==> src/rtl/lcdseq_pkg.sv <==
// ----------------------------------------------------------------------------
// lcdseq_pkg
// Shared types, codes and tables for the character LCD bus sequencer.
// ----------------------------------------------------------------------------
package lcdseq_pkg;

  // Request codes carried in the cmd field.
  localparam logic [2:0] CMD_BYTE   = 3'd0;
  localparam logic [2:0] CMD_CHAR   = 3'd1;
  localparam logic [2:0] CMD_CURSOR = 3'd2;
  localparam logic [2:0] CMD_CLEAR  = 3'd3;
  localparam logic [2:0] CMD_INIT   = 3'd4;

  // Display commands used by the clear and cursor requests.
  localparam logic [7:0] LCD_CLEAR_DISPLAY = 8'h01;
  localparam logic [7:0] LCD_RETURN_HOME   = 8'h02;
  localparam logic [7:0] ROW1_BASE         = 8'h80;
  localparam logic [7:0] ROW2_BASE         = 8'hC0;
  localparam logic [7:0] ROW3_BASE         = 8'h94;
  localparam logic [7:0] ROW4_BASE         = 8'hD4;

  // Queue between the front and back ends.
  localparam int QUEUE_DEPTH = 2;
  localparam int QUEUE_AW    = $clog2(QUEUE_DEPTH);
  localparam int QUEUE_CW    = $clog2(QUEUE_DEPTH + 1);

  // Index of the last init command in each bus mode.
  localparam logic [2:0] INIT_LAST_8BIT = 3'd6;
  localparam logic [2:0] INIT_LAST_4BIT = 3'd7;

  // Input and output words.
  typedef struct packed {
    logic [2:0] cmd;
    logic [7:0] byte_value;
    logic [2:0] row;
    logic [5:0] column;
  } in_word_t;

  typedef struct packed {
    logic        reg_select;
    logic [7:0]  bus_value;
    logic [15:0] wait_before_us;
    logic        last;
  } out_word_t;

  // Classified job handed from the front end to the back end.
  typedef enum logic [1:0] {
    JOB_BYTE,
    JOB_CLEAR,
    JOB_INIT
  } job_kind_t;

  typedef struct packed {
    job_kind_t  kind;
    logic       rs;
    logic [7:0] value;
  } job_t;

  // Power-up init command bytes.
  function automatic logic [7:0] init_byte(input logic [2:0] idx);
    logic [7:0] b;
    case (idx)
      3'd0, 3'd1, 3'd2: b = 8'h38;
      3'd3:             b = 8'h02;
      3'd4:             b = 8'h0C;
      3'd5:             b = 8'h01;
      3'd6:             b = 8'h06;
      default:          b = 8'h28;
    endcase
    return b;
  endfunction

  // Wait in microseconds before the first transfer of each init command.
  function automatic logic [15:0] init_wait(input logic [2:0] idx);
    logic [15:0] w;
    case (idx)
      3'd0:    w = 16'd40000;
      3'd1:    w = 16'd5000;
      3'd2:    w = 16'd150;
      3'd6:    w = 16'd2000;
      default: w = 16'd0;
    endcase
    return w;
  endfunction

endpackage

==> src/rtl/lcdseq_front.sv <==
// ----------------------------------------------------------------------------
// lcdseq_front
// Accepts request words, classifies them into jobs and computes the cursor
// address. Requests that produce no transfers are dropped here.
// ----------------------------------------------------------------------------
module lcdseq_front (
  input  lcdseq_pkg::in_word_t in_word,
  input  logic                 in_accept,
  output logic                 push,
  output lcdseq_pkg::job_t     push_job
);

  logic [7:0] row_base;
  logic       row_ok;

  // Row base address for cursor placement.
  always_comb begin
    row_ok   = 1'b1;
    row_base = lcdseq_pkg::ROW1_BASE;
    unique case (in_word.row)
      3'd1:    row_base = lcdseq_pkg::ROW1_BASE;
      3'd2:    row_base = lcdseq_pkg::ROW2_BASE;
      3'd3:    row_base = lcdseq_pkg::ROW3_BASE;
      3'd4:    row_base = lcdseq_pkg::ROW4_BASE;
      default: row_ok   = 1'b0;
    endcase
  end

  // Decode the request into a job.
  always_comb begin
    push           = 1'b0;
    push_job.kind  = lcdseq_pkg::JOB_BYTE;
    push_job.rs    = 1'b0;
    push_job.value = in_word.byte_value;
    unique case (in_word.cmd)
      lcdseq_pkg::CMD_BYTE: begin
        push = in_accept;
      end
      lcdseq_pkg::CMD_CHAR: begin
        push        = in_accept;
        push_job.rs = 1'b1;
      end
      lcdseq_pkg::CMD_CURSOR: begin
        push           = in_accept && row_ok;
        push_job.value = row_base + {2'b00, in_word.column} + 8'hFF;
      end
      lcdseq_pkg::CMD_CLEAR: begin
        push          = in_accept;
        push_job.kind = lcdseq_pkg::JOB_CLEAR;
      end
      lcdseq_pkg::CMD_INIT: begin
        push          = in_accept;
        push_job.kind = lcdseq_pkg::JOB_INIT;
      end
      default: push = 1'b0;
    endcase
  end

endmodule

==> src/rtl/lcdseq_queue.sv <==
// ----------------------------------------------------------------------------
// lcdseq_queue
// Short job queue between the front end and the back end.
// ----------------------------------------------------------------------------
module lcdseq_queue (
  input  logic             clk,
  input  logic             rst_n,
  input  logic             push,
  input  lcdseq_pkg::job_t push_job,
  input  logic             pop,
  output logic             full,
  output logic             head_valid,
  output lcdseq_pkg::job_t head_job
);

  lcdseq_pkg::job_t                    slot_r [lcdseq_pkg::QUEUE_DEPTH];
  logic [lcdseq_pkg::QUEUE_AW-1:0]     wr_ptr_r, wr_ptr_nxt;
  logic [lcdseq_pkg::QUEUE_AW-1:0]     rd_ptr_r, rd_ptr_nxt;
  logic [lcdseq_pkg::QUEUE_CW-1:0]     count_r, count_nxt;

  assign full       = (count_r == lcdseq_pkg::QUEUE_CW'(lcdseq_pkg::QUEUE_DEPTH));
  assign head_valid = (count_r != '0);
  assign head_job   = slot_r[rd_ptr_r];

  // Pointer and occupancy update.
  always_comb begin
    wr_ptr_nxt = push ? wr_ptr_r + 1'b1 : wr_ptr_r;
    rd_ptr_nxt = pop  ? rd_ptr_r + 1'b1 : rd_ptr_r;
    count_nxt  = count_r;
    if (push && !pop) begin
      count_nxt = count_r + 1'b1;
    end else if (pop && !push) begin
      count_nxt = count_r - 1'b1;
    end
  end

  always_ff @(posedge clk) begin
    if (!rst_n) begin
      wr_ptr_r <= '0;
      rd_ptr_r <= '0;
      count_r  <= '0;
    end else begin
      wr_ptr_r <= wr_ptr_nxt;
      rd_ptr_r <= rd_ptr_nxt;
      count_r  <= count_nxt;
    end
  end

  // Job storage.
  always_ff @(posedge clk) begin
    if (push) begin
      slot_r[wr_ptr_r] <= push_job;
    end
  end

  // The front end must stall rather than overfill the queue.
  a_no_overflow: assert property (@(posedge clk) disable iff (!rst_n)
    full |-> !push || pop)
    else $error("job queue overflow");

  // The back end only retires a job that is present.
  a_no_underflow: assert property (@(posedge clk) disable iff (!rst_n)
    pop |-> head_valid)
    else $error("job queue underflow");

endmodule

==> src/rtl/lcdseq_back.sv <==
// ----------------------------------------------------------------------------
// lcdseq_back
// Expands the job at the head of the queue into enable-strobed transfers,
// one per cycle while out_stall is low, into an output register.
// ----------------------------------------------------------------------------
module lcdseq_back (
  input  logic                  clk,
  input  logic                  rst_n,
  input  logic                  eight_bit_bus,
  input  logic                  head_valid,
  input  lcdseq_pkg::job_t      head_job,
  output logic                  pop,
  output logic                  out_valid,
  input  logic                  out_stall,
  output lcdseq_pkg::out_word_t out_word
);

  logic [2:0]            idx_r, idx_nxt;
  logic                  nib_r, nib_nxt;
  logic                  out_valid_r, out_valid_nxt;
  lcdseq_pkg::out_word_t out_word_r;
  lcdseq_pkg::out_word_t xfer;
  logic [7:0]            cur_byte;
  logic                  last_byte;
  logic                  load;

  // Byte of the current job at the current index.
  always_comb begin
    cur_byte  = head_job.value;
    last_byte = 1'b1;
    unique case (head_job.kind)
      lcdseq_pkg::JOB_BYTE: begin
        cur_byte  = head_job.value;
        last_byte = 1'b1;
      end
      lcdseq_pkg::JOB_CLEAR: begin
        cur_byte  = (idx_r == 3'd0) ? lcdseq_pkg::LCD_CLEAR_DISPLAY
                                    : lcdseq_pkg::LCD_RETURN_HOME;
        last_byte = (idx_r == 3'd1);
      end
      lcdseq_pkg::JOB_INIT: begin
        cur_byte  = lcdseq_pkg::init_byte(idx_r);
        last_byte = eight_bit_bus ? (idx_r == lcdseq_pkg::INIT_LAST_8BIT)
                                  : (idx_r == lcdseq_pkg::INIT_LAST_4BIT);
      end
      default: begin
        cur_byte  = head_job.value;
        last_byte = 1'b1;
      end
    endcase
  end

  // Transfer word: whole byte, or high nibble then low nibble.
  always_comb begin
    xfer.reg_select     = head_job.rs;
    xfer.wait_before_us = (head_job.kind == lcdseq_pkg::JOB_INIT && !nib_r)
                          ? lcdseq_pkg::init_wait(idx_r) : 16'd0;
    if (eight_bit_bus) begin
      xfer.bus_value = cur_byte;
    end else if (nib_r) begin
      xfer.bus_value = {4'h0, cur_byte[3:0]};
    end else begin
      xfer.bus_value = {4'h0, cur_byte[7:4]};
    end
    xfer.last = last_byte && (eight_bit_bus || nib_r);
  end

  // A transfer is loaded whenever a job is waiting and the output register is free or draining.
  assign load = head_valid && (!out_valid_r || !out_stall);
  assign pop  = load && xfer.last;

  always_comb begin
    idx_nxt       = idx_r;
    nib_nxt       = nib_r;
    out_valid_nxt = out_valid_r;
    if (load) begin
      out_valid_nxt = 1'b1;
      if (xfer.last) begin
        idx_nxt = 3'd0;
        nib_nxt = 1'b0;
      end else if (eight_bit_bus || nib_r) begin
        idx_nxt = idx_r + 3'd1;
        nib_nxt = 1'b0;
      end else begin
        nib_nxt = 1'b1;
      end
    end else if (!out_stall) begin
      out_valid_nxt = 1'b0;
    end
  end

  always_ff @(posedge clk) begin
    if (!rst_n) begin
      idx_r       <= 3'd0;
      nib_r       <= 1'b0;
      out_valid_r <= 1'b0;
    end else begin
      idx_r       <= idx_nxt;
      nib_r       <= nib_nxt;
      out_valid_r <= out_valid_nxt;
    end
  end

  // Output payload register.
  always_ff @(posedge clk) begin
    if (load) begin
      out_word_r <= xfer;
    end
  end

  assign out_valid = out_valid_r;
  assign out_word  = out_word_r;

  // A new word appears only through a load.
  a_valid_from_load: assert property (@(posedge clk) disable iff (!rst_n)
    $rose(out_valid_r) |-> $past(load))
    else $error("output word appeared without a load");

  // A job never reaches its end while still on its high nibble in 4-bit mode.
  a_last_on_low_nibble: assert property (@(posedge clk) disable iff (!rst_n)
    (load && xfer.last && !eight_bit_bus) |-> nib_r)
    else $error("job finished on a high nibble");

endmodule

==> src/rtl/char_lcd_bus_sequencer.sv <==
// ----------------------------------------------------------------------------
// char_lcd_bus_sequencer
// Turns LCD requests into runs of enable-strobed bus transfers.
// ----------------------------------------------------------------------------
// Usage:
//   in_*   : one request word per handshake (in_valid high, in_stall low).
//            Requests are raw command, character, cursor placement, clear
//            and power-up init. Unknown rows and unused codes emit nothing.
//   out_*  : one transfer word per handshake (out_valid high, out_stall
//            low), carrying RS, the bus pins, the wait before the strobe and
//            a last flag on the final transfer of each request.
//   cfg_*  : writes the bus mode (1 for 8-bit, 0 for 4-bit); always ready.
// Path: a request is written into the job queue, and its first transfer word is
//   loaded from the queue head into the output register. Throughput: one
//   transfer per cycle while out_stall is low, set by the back-end expander;
//   a request expands into 1 to 16 transfers (4-bit init is the longest).
//   A two-entry job queue lets the next request be taken while the current
//   one is still being expanded.
// Reset: synchronous and active low; the queue empties, the output goes
//   invalid and the bus mode returns to 4-bit.
// Stall: out_stall holds the output word; the queue then fills and in_stall
//   rises once both entries are occupied.
// ----------------------------------------------------------------------------
module char_lcd_bus_sequencer (
  input  logic                  clk,
  input  logic                  rst_n,
  input  logic                  in_valid,
  output logic                  in_stall,
  input  lcdseq_pkg::in_word_t  in_word,
  output logic                  out_valid,
  input  logic                  out_stall,
  output lcdseq_pkg::out_word_t out_word,
  input  logic                  cfg_valid,
  output logic                  cfg_ready,
  input  logic                  cfg_data
);

  logic             eight_bit_bus_r;
  logic             in_accept;
  logic             push;
  lcdseq_pkg::job_t push_job;
  logic             pop;
  logic             full;
  logic             head_valid;
  lcdseq_pkg::job_t head_job;

  // Bus mode register.
  assign cfg_ready = 1'b1;

  always_ff @(posedge clk) begin
    if (!rst_n) begin
      eight_bit_bus_r <= 1'b0;
    end else if (cfg_valid && cfg_ready) begin
      eight_bit_bus_r <= cfg_data;
    end
  end

  // Input handshake.
  assign in_stall  = full;
  assign in_accept = in_valid && !in_stall;

  lcdseq_front u_front (
    .in_word   (in_word),
    .in_accept (in_accept),
    .push      (push),
    .push_job  (push_job)
  );

  lcdseq_queue u_queue (
    .clk        (clk),
    .rst_n      (rst_n),
    .push       (push),
    .push_job   (push_job),
    .pop        (pop),
    .full       (full),
    .head_valid (head_valid),
    .head_job   (head_job)
  );

  lcdseq_back u_back (
    .clk           (clk),
    .rst_n         (rst_n),
    .eight_bit_bus (eight_bit_bus_r),
    .head_valid    (head_valid),
    .head_job      (head_job),
    .pop           (pop),
    .out_valid     (out_valid),
    .out_stall     (out_stall),
    .out_word      (out_word)
  );

endmodule
==> config.mk <==
export PLATFORM = sky130hd
export DESIGN_NAME = char_lcd_bus_sequencer
export DESIGN_NICKNAME = d
export VERILOG_FILES = /design/src/rtl/lcdseq_pkg.sv /design/src/rtl/lcdseq_front.sv /design/src/rtl/lcdseq_queue.sv /design/src/rtl/lcdseq_back.sv /design/src/rtl/char_lcd_bus_sequencer.sv
export SDC_FILE = /design/constraint.sdc
export NUM_CORES = 1
export LEC_CHECK = 0
export BUFFER_PORTS_ARGS = -buffer_cell sky130_fd_sc_hd__buf_2
export CAP_MARGIN = 40
export CORE_ASPECT_RATIO = 1.1
export CORE_MARGIN = 2
export CORE_UTILIZATION = 35
export CTS_BUF_LIST = sky130_fd_sc_hd__clkbuf_8
export CTS_CLUSTER_SIZE = 30
export DETAILED_ROUTE_END_ITERATION = 8
export GPL_TIMING_DRIVEN = 0
export SLEW_MARGIN = 20
export SYNTH_ARGS = -nofsm -noshare
export SYNTH_HDL_FRONTEND = slang
export SYNTH_HIERARCHICAL = 1
export SYNTH_SLANG_ARGS = --single-unit
==> constraint.sdc <==
create_clock -name clk -period 3.2 [get_ports clk]
set_clock_uncertainty 0.2 [all_clocks]
set_input_delay 0.64 -clock clk [delete_from_list [all_inputs] [get_ports clk]]
set_output_delay 0.64 -clock clk [all_outputs]
set_load 0.1 [all_outputs]
### Word-level counts from Yosys, hierarchy flattened

Memory sizes are Yosys's and may differ from the RTL's. A register that Yosys moved wholly into a read port is not among the register bits.
Cells that the tools add are included.

* bitwise operators: 0
* reduce and logical (&&, ||, !) cells: 25
* multiplexer cells: 26
* $add $sub $neg: 7
* multiply operators: 0
* eq/ne operators: 19
* divide/modulo/power cells: 0
* shifts and indexed selects: 0
* $lt $le $gt $ge: 0

Operators by type and width (number)
* $pmux W16 S4: 1
* $pmux W6 S5: 1
* $pmux W7 S3: 1
* $eq A3 B2 Y1 const B: 6
* $eq A3 B3 Y1 const B: 6
* $mux W8: 2
* $pmux W8 S2: 1
* $mux W1: 11
* $eq A3 B1 Y1 const B: 3
* $add A8 B6 Y8: 1
* $add A8 B8 Y8 const B: 1
* $logic_and A1 B1 Y1: 8
* $reduce_or A4 Y1: 2
* $logic_not A1 Y1: 6
* $logic_not A3 Y1: 2
* $mux W2: 3
* $mux W3: 2
* $reduce_bool A2 Y1: 3
* $eq A2 B2 Y1 const B: 2
* $mux W4: 1
* $pmux W1 S2: 2
* $pmux W2 S2: 1
* $add A3 B1 Y3 const B: 1
* $reduce_or A3 Y1: 1
* 7 further kinds: 9

* memory bits (read-only): 0
* bits of input ports: 26
* output and inout bits: 29
* latch bits: 0
* bits in writable memories: 22
* register bits after elaboration: 36
* word-level logic and storage cells: 89
* memories: 1

Memory list
* u_queue.slot_r: depth 2, width 11, read ports 1, clocked after Yosys merged registers in 1, wr ports 1, line lcdseq_queue.sv:16 `lcdseq_pkg::job_t slot_r [lcdseq_pkg::QUEUE_DEPTH];`

### Longest topological paths before layout

* word-level depth: 9
* depth in mapped cells: 12
* gate-level depth less buffers: 11

### By module

Netlist, hierarchy kept.

Modules (own cells, without submodules)
* lcdseq_back: instances 1, cells an instance 122, area each 1332.5 um2
* lcdseq_queue: instances 1, cells an instance 56, area each 1011.0 um2
* lcdseq_front: instances 1, cells an instance 64, area each 494.2 um2
* char_lcd_bus_sequencer: instances 1, cells an instance 6, area each 53.8 um2

### Worst setup path before layout

OpenSTA, ideal clock, no wires.

* path kind: reg2reg
* from: register u_back.out_valid_r, in the netlist u_back/out_valid
* to: register u_queue/count_r[1] in the netlist's numbering
* data required time: 2930 ps
* slack: 144 ps
* cell stages (with the launch flop): 8
* clock period less this slack: 3056 ps
* arrival time: 2786 ps
* library setup time: 70 ps
* path through: dfxtp_1 -> a21boi_2 -> and2_4 -> nor2b_1 -> inv_1 -> ha_1 -> or3_1 -> a21boi_1

* longest elaborated chain between the ends: 7
* elaborated cells between the ends (all ways): 9

Ends and longest elaborated chain
* start: declaration: line lcdseq_back.sv:20 `logic out_valid_r, out_valid_nxt;`
* start signal: assignment: line lcdseq_back.sv:100 `out_valid_r <= out_valid_nxt;`
* $logic_not A1 Y1 (*): line lcdseq_back.sv:69 `assign load = head_valid && (!out_valid_r || !out_stall);`
* $logic_or A1 B1 Y1 (*): line lcdseq_back.sv:69
* $logic_and A1 B1 Y1 (*): line lcdseq_back.sv:69
* net u_back.load: line lcdseq_back.sv:25 `logic load;`
* $logic_and A1 B1 Y1 (*): line lcdseq_back.sv:70 `assign pop = load && xfer.last;`
* net pop: line char_lcd_bus_sequencer.sv:42 `logic pop;`
* $logic_not A1 Y1: line lcdseq_queue.sv:30 `if (push && !pop) begin`
* $logic_and A1 B1 Y1: line lcdseq_queue.sv:30
* $mux W2 or $reduce_bool A2 Y1 (tied branches)
* end signal: assignment: line lcdseq_queue.sv:45 `count_r <= count_nxt;`
* end: declaration: line lcdseq_queue.sv:19 `logic [lcdseq_pkg::QUEUE_CW-1:0] count_r, count_nxt;`

The timed path passes the listed nets; every way through them passes the cells marked *.
A chain may end at the register's enable or synchronous reset.

==> impl_metrics.py <==
metrics = {
    "status": {
        "outcome": "finished clean",
    },
    "placement": {
        "globalplace.congestion": 0.8635,
        "post-place-cells": 410,
        "dp_slack_ns": 0.1685,
        "io_buffers": 49,
        "dpl.hpwl_um": 3856,
        "dpl-instance-area_um2": 3302,
    },
    "yosys": {
        "synth_top_family_by_area": "simple AND/OR/NAND/NOR gates",
        "ys_warn_count": 6,
        "synth_compound_area_share_pct": 12.46,
        "synth_seq_cells": 51,
        "syn_area_per_cell_um2": 11.66,
        "ys_seq_area_share_pct": 49.16,
        "async_flop_share_pct": 0,
        "muxShareOfSynthArea_pct": 7.096,
        "synth_area_leaders": "edfxtp_1 (42%), dfxtp_1 (7.6%), ha_1 (6.9%)",
        "synth_top_area_share_pct": 41.54,
        "ys_types": 62,
        "synth-xor-area-share_pct": 2.423,
        "ys.flop_type": "edfxtp_1",
        "syn_area_um2": 2892,
        "yosysMostFrequentCell": "edfxtp_1",
        "synthCells": 248,
        "synth-simple-area-share_pct": 13.93,
        "synth_area_leader_cell": "edfxtp_1",
        "synth-edff-count": 40,
        "synthAdderAreaFrac_pct": 7.616,
        "netlist_top_cells_count": "edfxtp_1 (40), inv_1 (17), ha_1 (16), nand2_1 (16), mux2_2 (12)",
    },
    "timing": {
        "post-route-min-period_ns": 2.988,
        "rsz0062_at_grt": "no",
        "fin_crit_sh_pct": 93.39,
        "setup_viol": 0,
        "worstMarginPinSlew_ns": 0.5687,
        "tns_ns": 0,
        "drv_slew": 0,
        "max_freq_mhz": 334.6,
        "slew-limit-headroom_pct": 61.94,
        "finalWorstSetupSlack_ns": 0.2117,
        "hold_violations": 0,
        "holdWs_ns": 0.3111,
    },
    "drt": {
        "drtPass1Iterations": 4,
        "post_drt_via_cell_ratio": 4.693,
        "routed_wl_um": 5023,
        "drt_iter0_drc": 36,
        "final_antenna_net_count": 0,
        "vias": 1971,
        "drc_errors": 0,
        "routedWlPerCell_um": 11.96,
    },
    "cells_and_area": {
        "layout.nets": 354,
        "fin_util_pct": 42.97,
        "layout.cells.non_filler": 420,
        "drive_above_1_share_pct": 34.62,
        "synthToLayoutAreaGrowth_pct": 18.22,
        "postLayoutCellArea_um2": 3418,
        "n_antenna_cell": 0,
    },
    "setup_path": {
        "ff2ff_setup_slack_ns": 0.21,
        "critPathMaxFanout": 10,
        "cp-end-kind": "register",
        "startpoint_type": "register",
        "required_ns": 3.24,
        "crit_type": "register to register",
        "crit_arrival_ns": 3.03,
        "r2r_end": "u_queue/count_r[1]",
        "worst_r2r_path_depth": 11,
    },
    "die": {
        "die_w_um": 90.66,
        "initial_core_util_pct": 36.35,
        "core-area_um2": 7955,
        "die-area_um2": 9005,
        "num_io_pins": 55,
        "fp.dieH_um": 99.33,
        "rows": 34,
    },
    "clock_network": {
        "clockRootBuffer": "clkbuf_8",
        "holdBufCountCts": 0,
        "path_clk_slew_ns": 0.09,
        "clk_path_buf_depth": 2,
        "tritoncts": "yes",
        "clkLatencyLatePin_ns": 0.30,
        "cts_buffers": 5,
        "ctsHtreeMaxLevel": 2,
        "clock-sinks": 51,
    },
    "global_route": {
        "track_usage_pct": 11.52,
        "grt-ovfl-total": 0,
        "grt_max_degree": 17,
        "grt_pass1_wl_um": 8376,
        "grt_pass1_vias": 1885,
        "antenna_found_initial": 0,
    },
    "power": {
        "p_total_mw": 2.475,
        "peakVddDrop_mv": 0.1986,
        "p_leak_nw": 1.477,
        "power_density_nw_per_um2": 724.0,
    },
    "job": {
        "drv_cap": 0,
    },
    "min_path": {
        "hold_end": "u_queue/count_r[1]",
        "min_from": "u_queue/count_r[1]",
        "min_path_cells": 2,
        "hp-class": "register to register",
    },
}
==> layout make-up <==
type                            instances  area [um2]
Buffer                                 18       142.6
Clock inverter                          2       16.27
Inverter                               17       63.81
Tap cell                              108       135.1
Sequential cell                        51        1421
Clock buffer                            6       82.58
Timing Repair Buffer                   53       279.0
Multi-Input combinational cell        165        1277
Fill cell                             779        4537
==> registers in the layout (all words and copies together) (netlist names), named ones only <==
name,count
u_queue/rd_ptr_r,1
u_back/nib_r,1
u_back/out_word,18
u_back/idx_r,3
u_queue/wr_ptr_r,1
eight_bit_bus_r,1
u_queue/slot_r,22
u_queue/count_r,2
u_back/out_valid,1
==> cell usage in the layout (no fill, tap or decap), types with 3 or more instances in the layout <==
cell type / n
buf_4: 12
o21ai_0: 3
inv_1: 17
nand2_1: 16
clkbuf_8: 7
nor2_1: 10
a21oi_1: 11
o21ai_2: 4
xnor2_1: 3
nor2b_1: 9
edfxtp_1: 40
conb_1: 5
a21o_1: 4
ha_1: 16
mux2_2: 12
buf_6: 4
xor2_1: 5
and3_1: 3
nand2b_1: 4
and2_1: 7
mux2i_1: 4
buf_2: 53
dfxtp_1: 11
==> repair_timing <==
action,CTS,global route
setup endpoints to repair,0,1
endpoints found under the hold margin,0,0
gates resized for setup,0,1
setup buffers,0,2
==> metal layers <==
metal	global-route usage, %	vias up	routed length [um]
met5	0	-	0
met4	5.207	0	100
met3	2.727	7	265
met2	20.26	61	2469
met1	13.35	895	2187
li1	-	1008	-
==> worst max-delay path, stage by stage (launching register included) <==
cell and delay (ns):
dfxtp_1 0.34, clkbuf_4 0.22, mux2_2 0.37, ha_1 0.26, buf_2 0.17, a41oi_1 0.20, o221a_2 0.28, nor2b_1 0.09
inv_1 0.06, ha_1 0.25, or3_1 0.36, a21boi_1 0.13
==> worst max path at each step <==
stage / start / end / slack [ns] / cells past startpoint
after floorplan: u_back/out_valid / u_queue/count_r[1] / 0.14 / 7
after global placement: out_stall / u_queue/count_r[1] / -0.11 / 8
after detailed placement: register / u_queue/count_r[1] / 0.17 / 11
after CTS: register / u_queue/count_r[1] / 0.14 / 11
after global routing: register / u_queue/count_r[1] / 0.01 / 11
final: register / u_queue/count_r[1] / 0.21 / 11
==> power breakdown <==
| part | leakage [nW] | internal, mW | switching, mW |
|---|---|---|---|
| combinational | 0.962 | 0.275 | 0.924 |
| clock | 0.0474 | 0.177 | 0.205 |
| sequential | 0.467 | 0.855 | 0.0400 |
==> cells by family after synthesis <==
group / count (synthesis)
AO/OA/AOI/OAI: 47
XOR/XNOR: 8
adder cells (fa/ha/maj): 17
buffers and inverters: 35
flip-flops: 51
multiplexers: 18
other: 2
AND/OR/NAND/NOR: 70
Power figures use the tool's default switching activity.
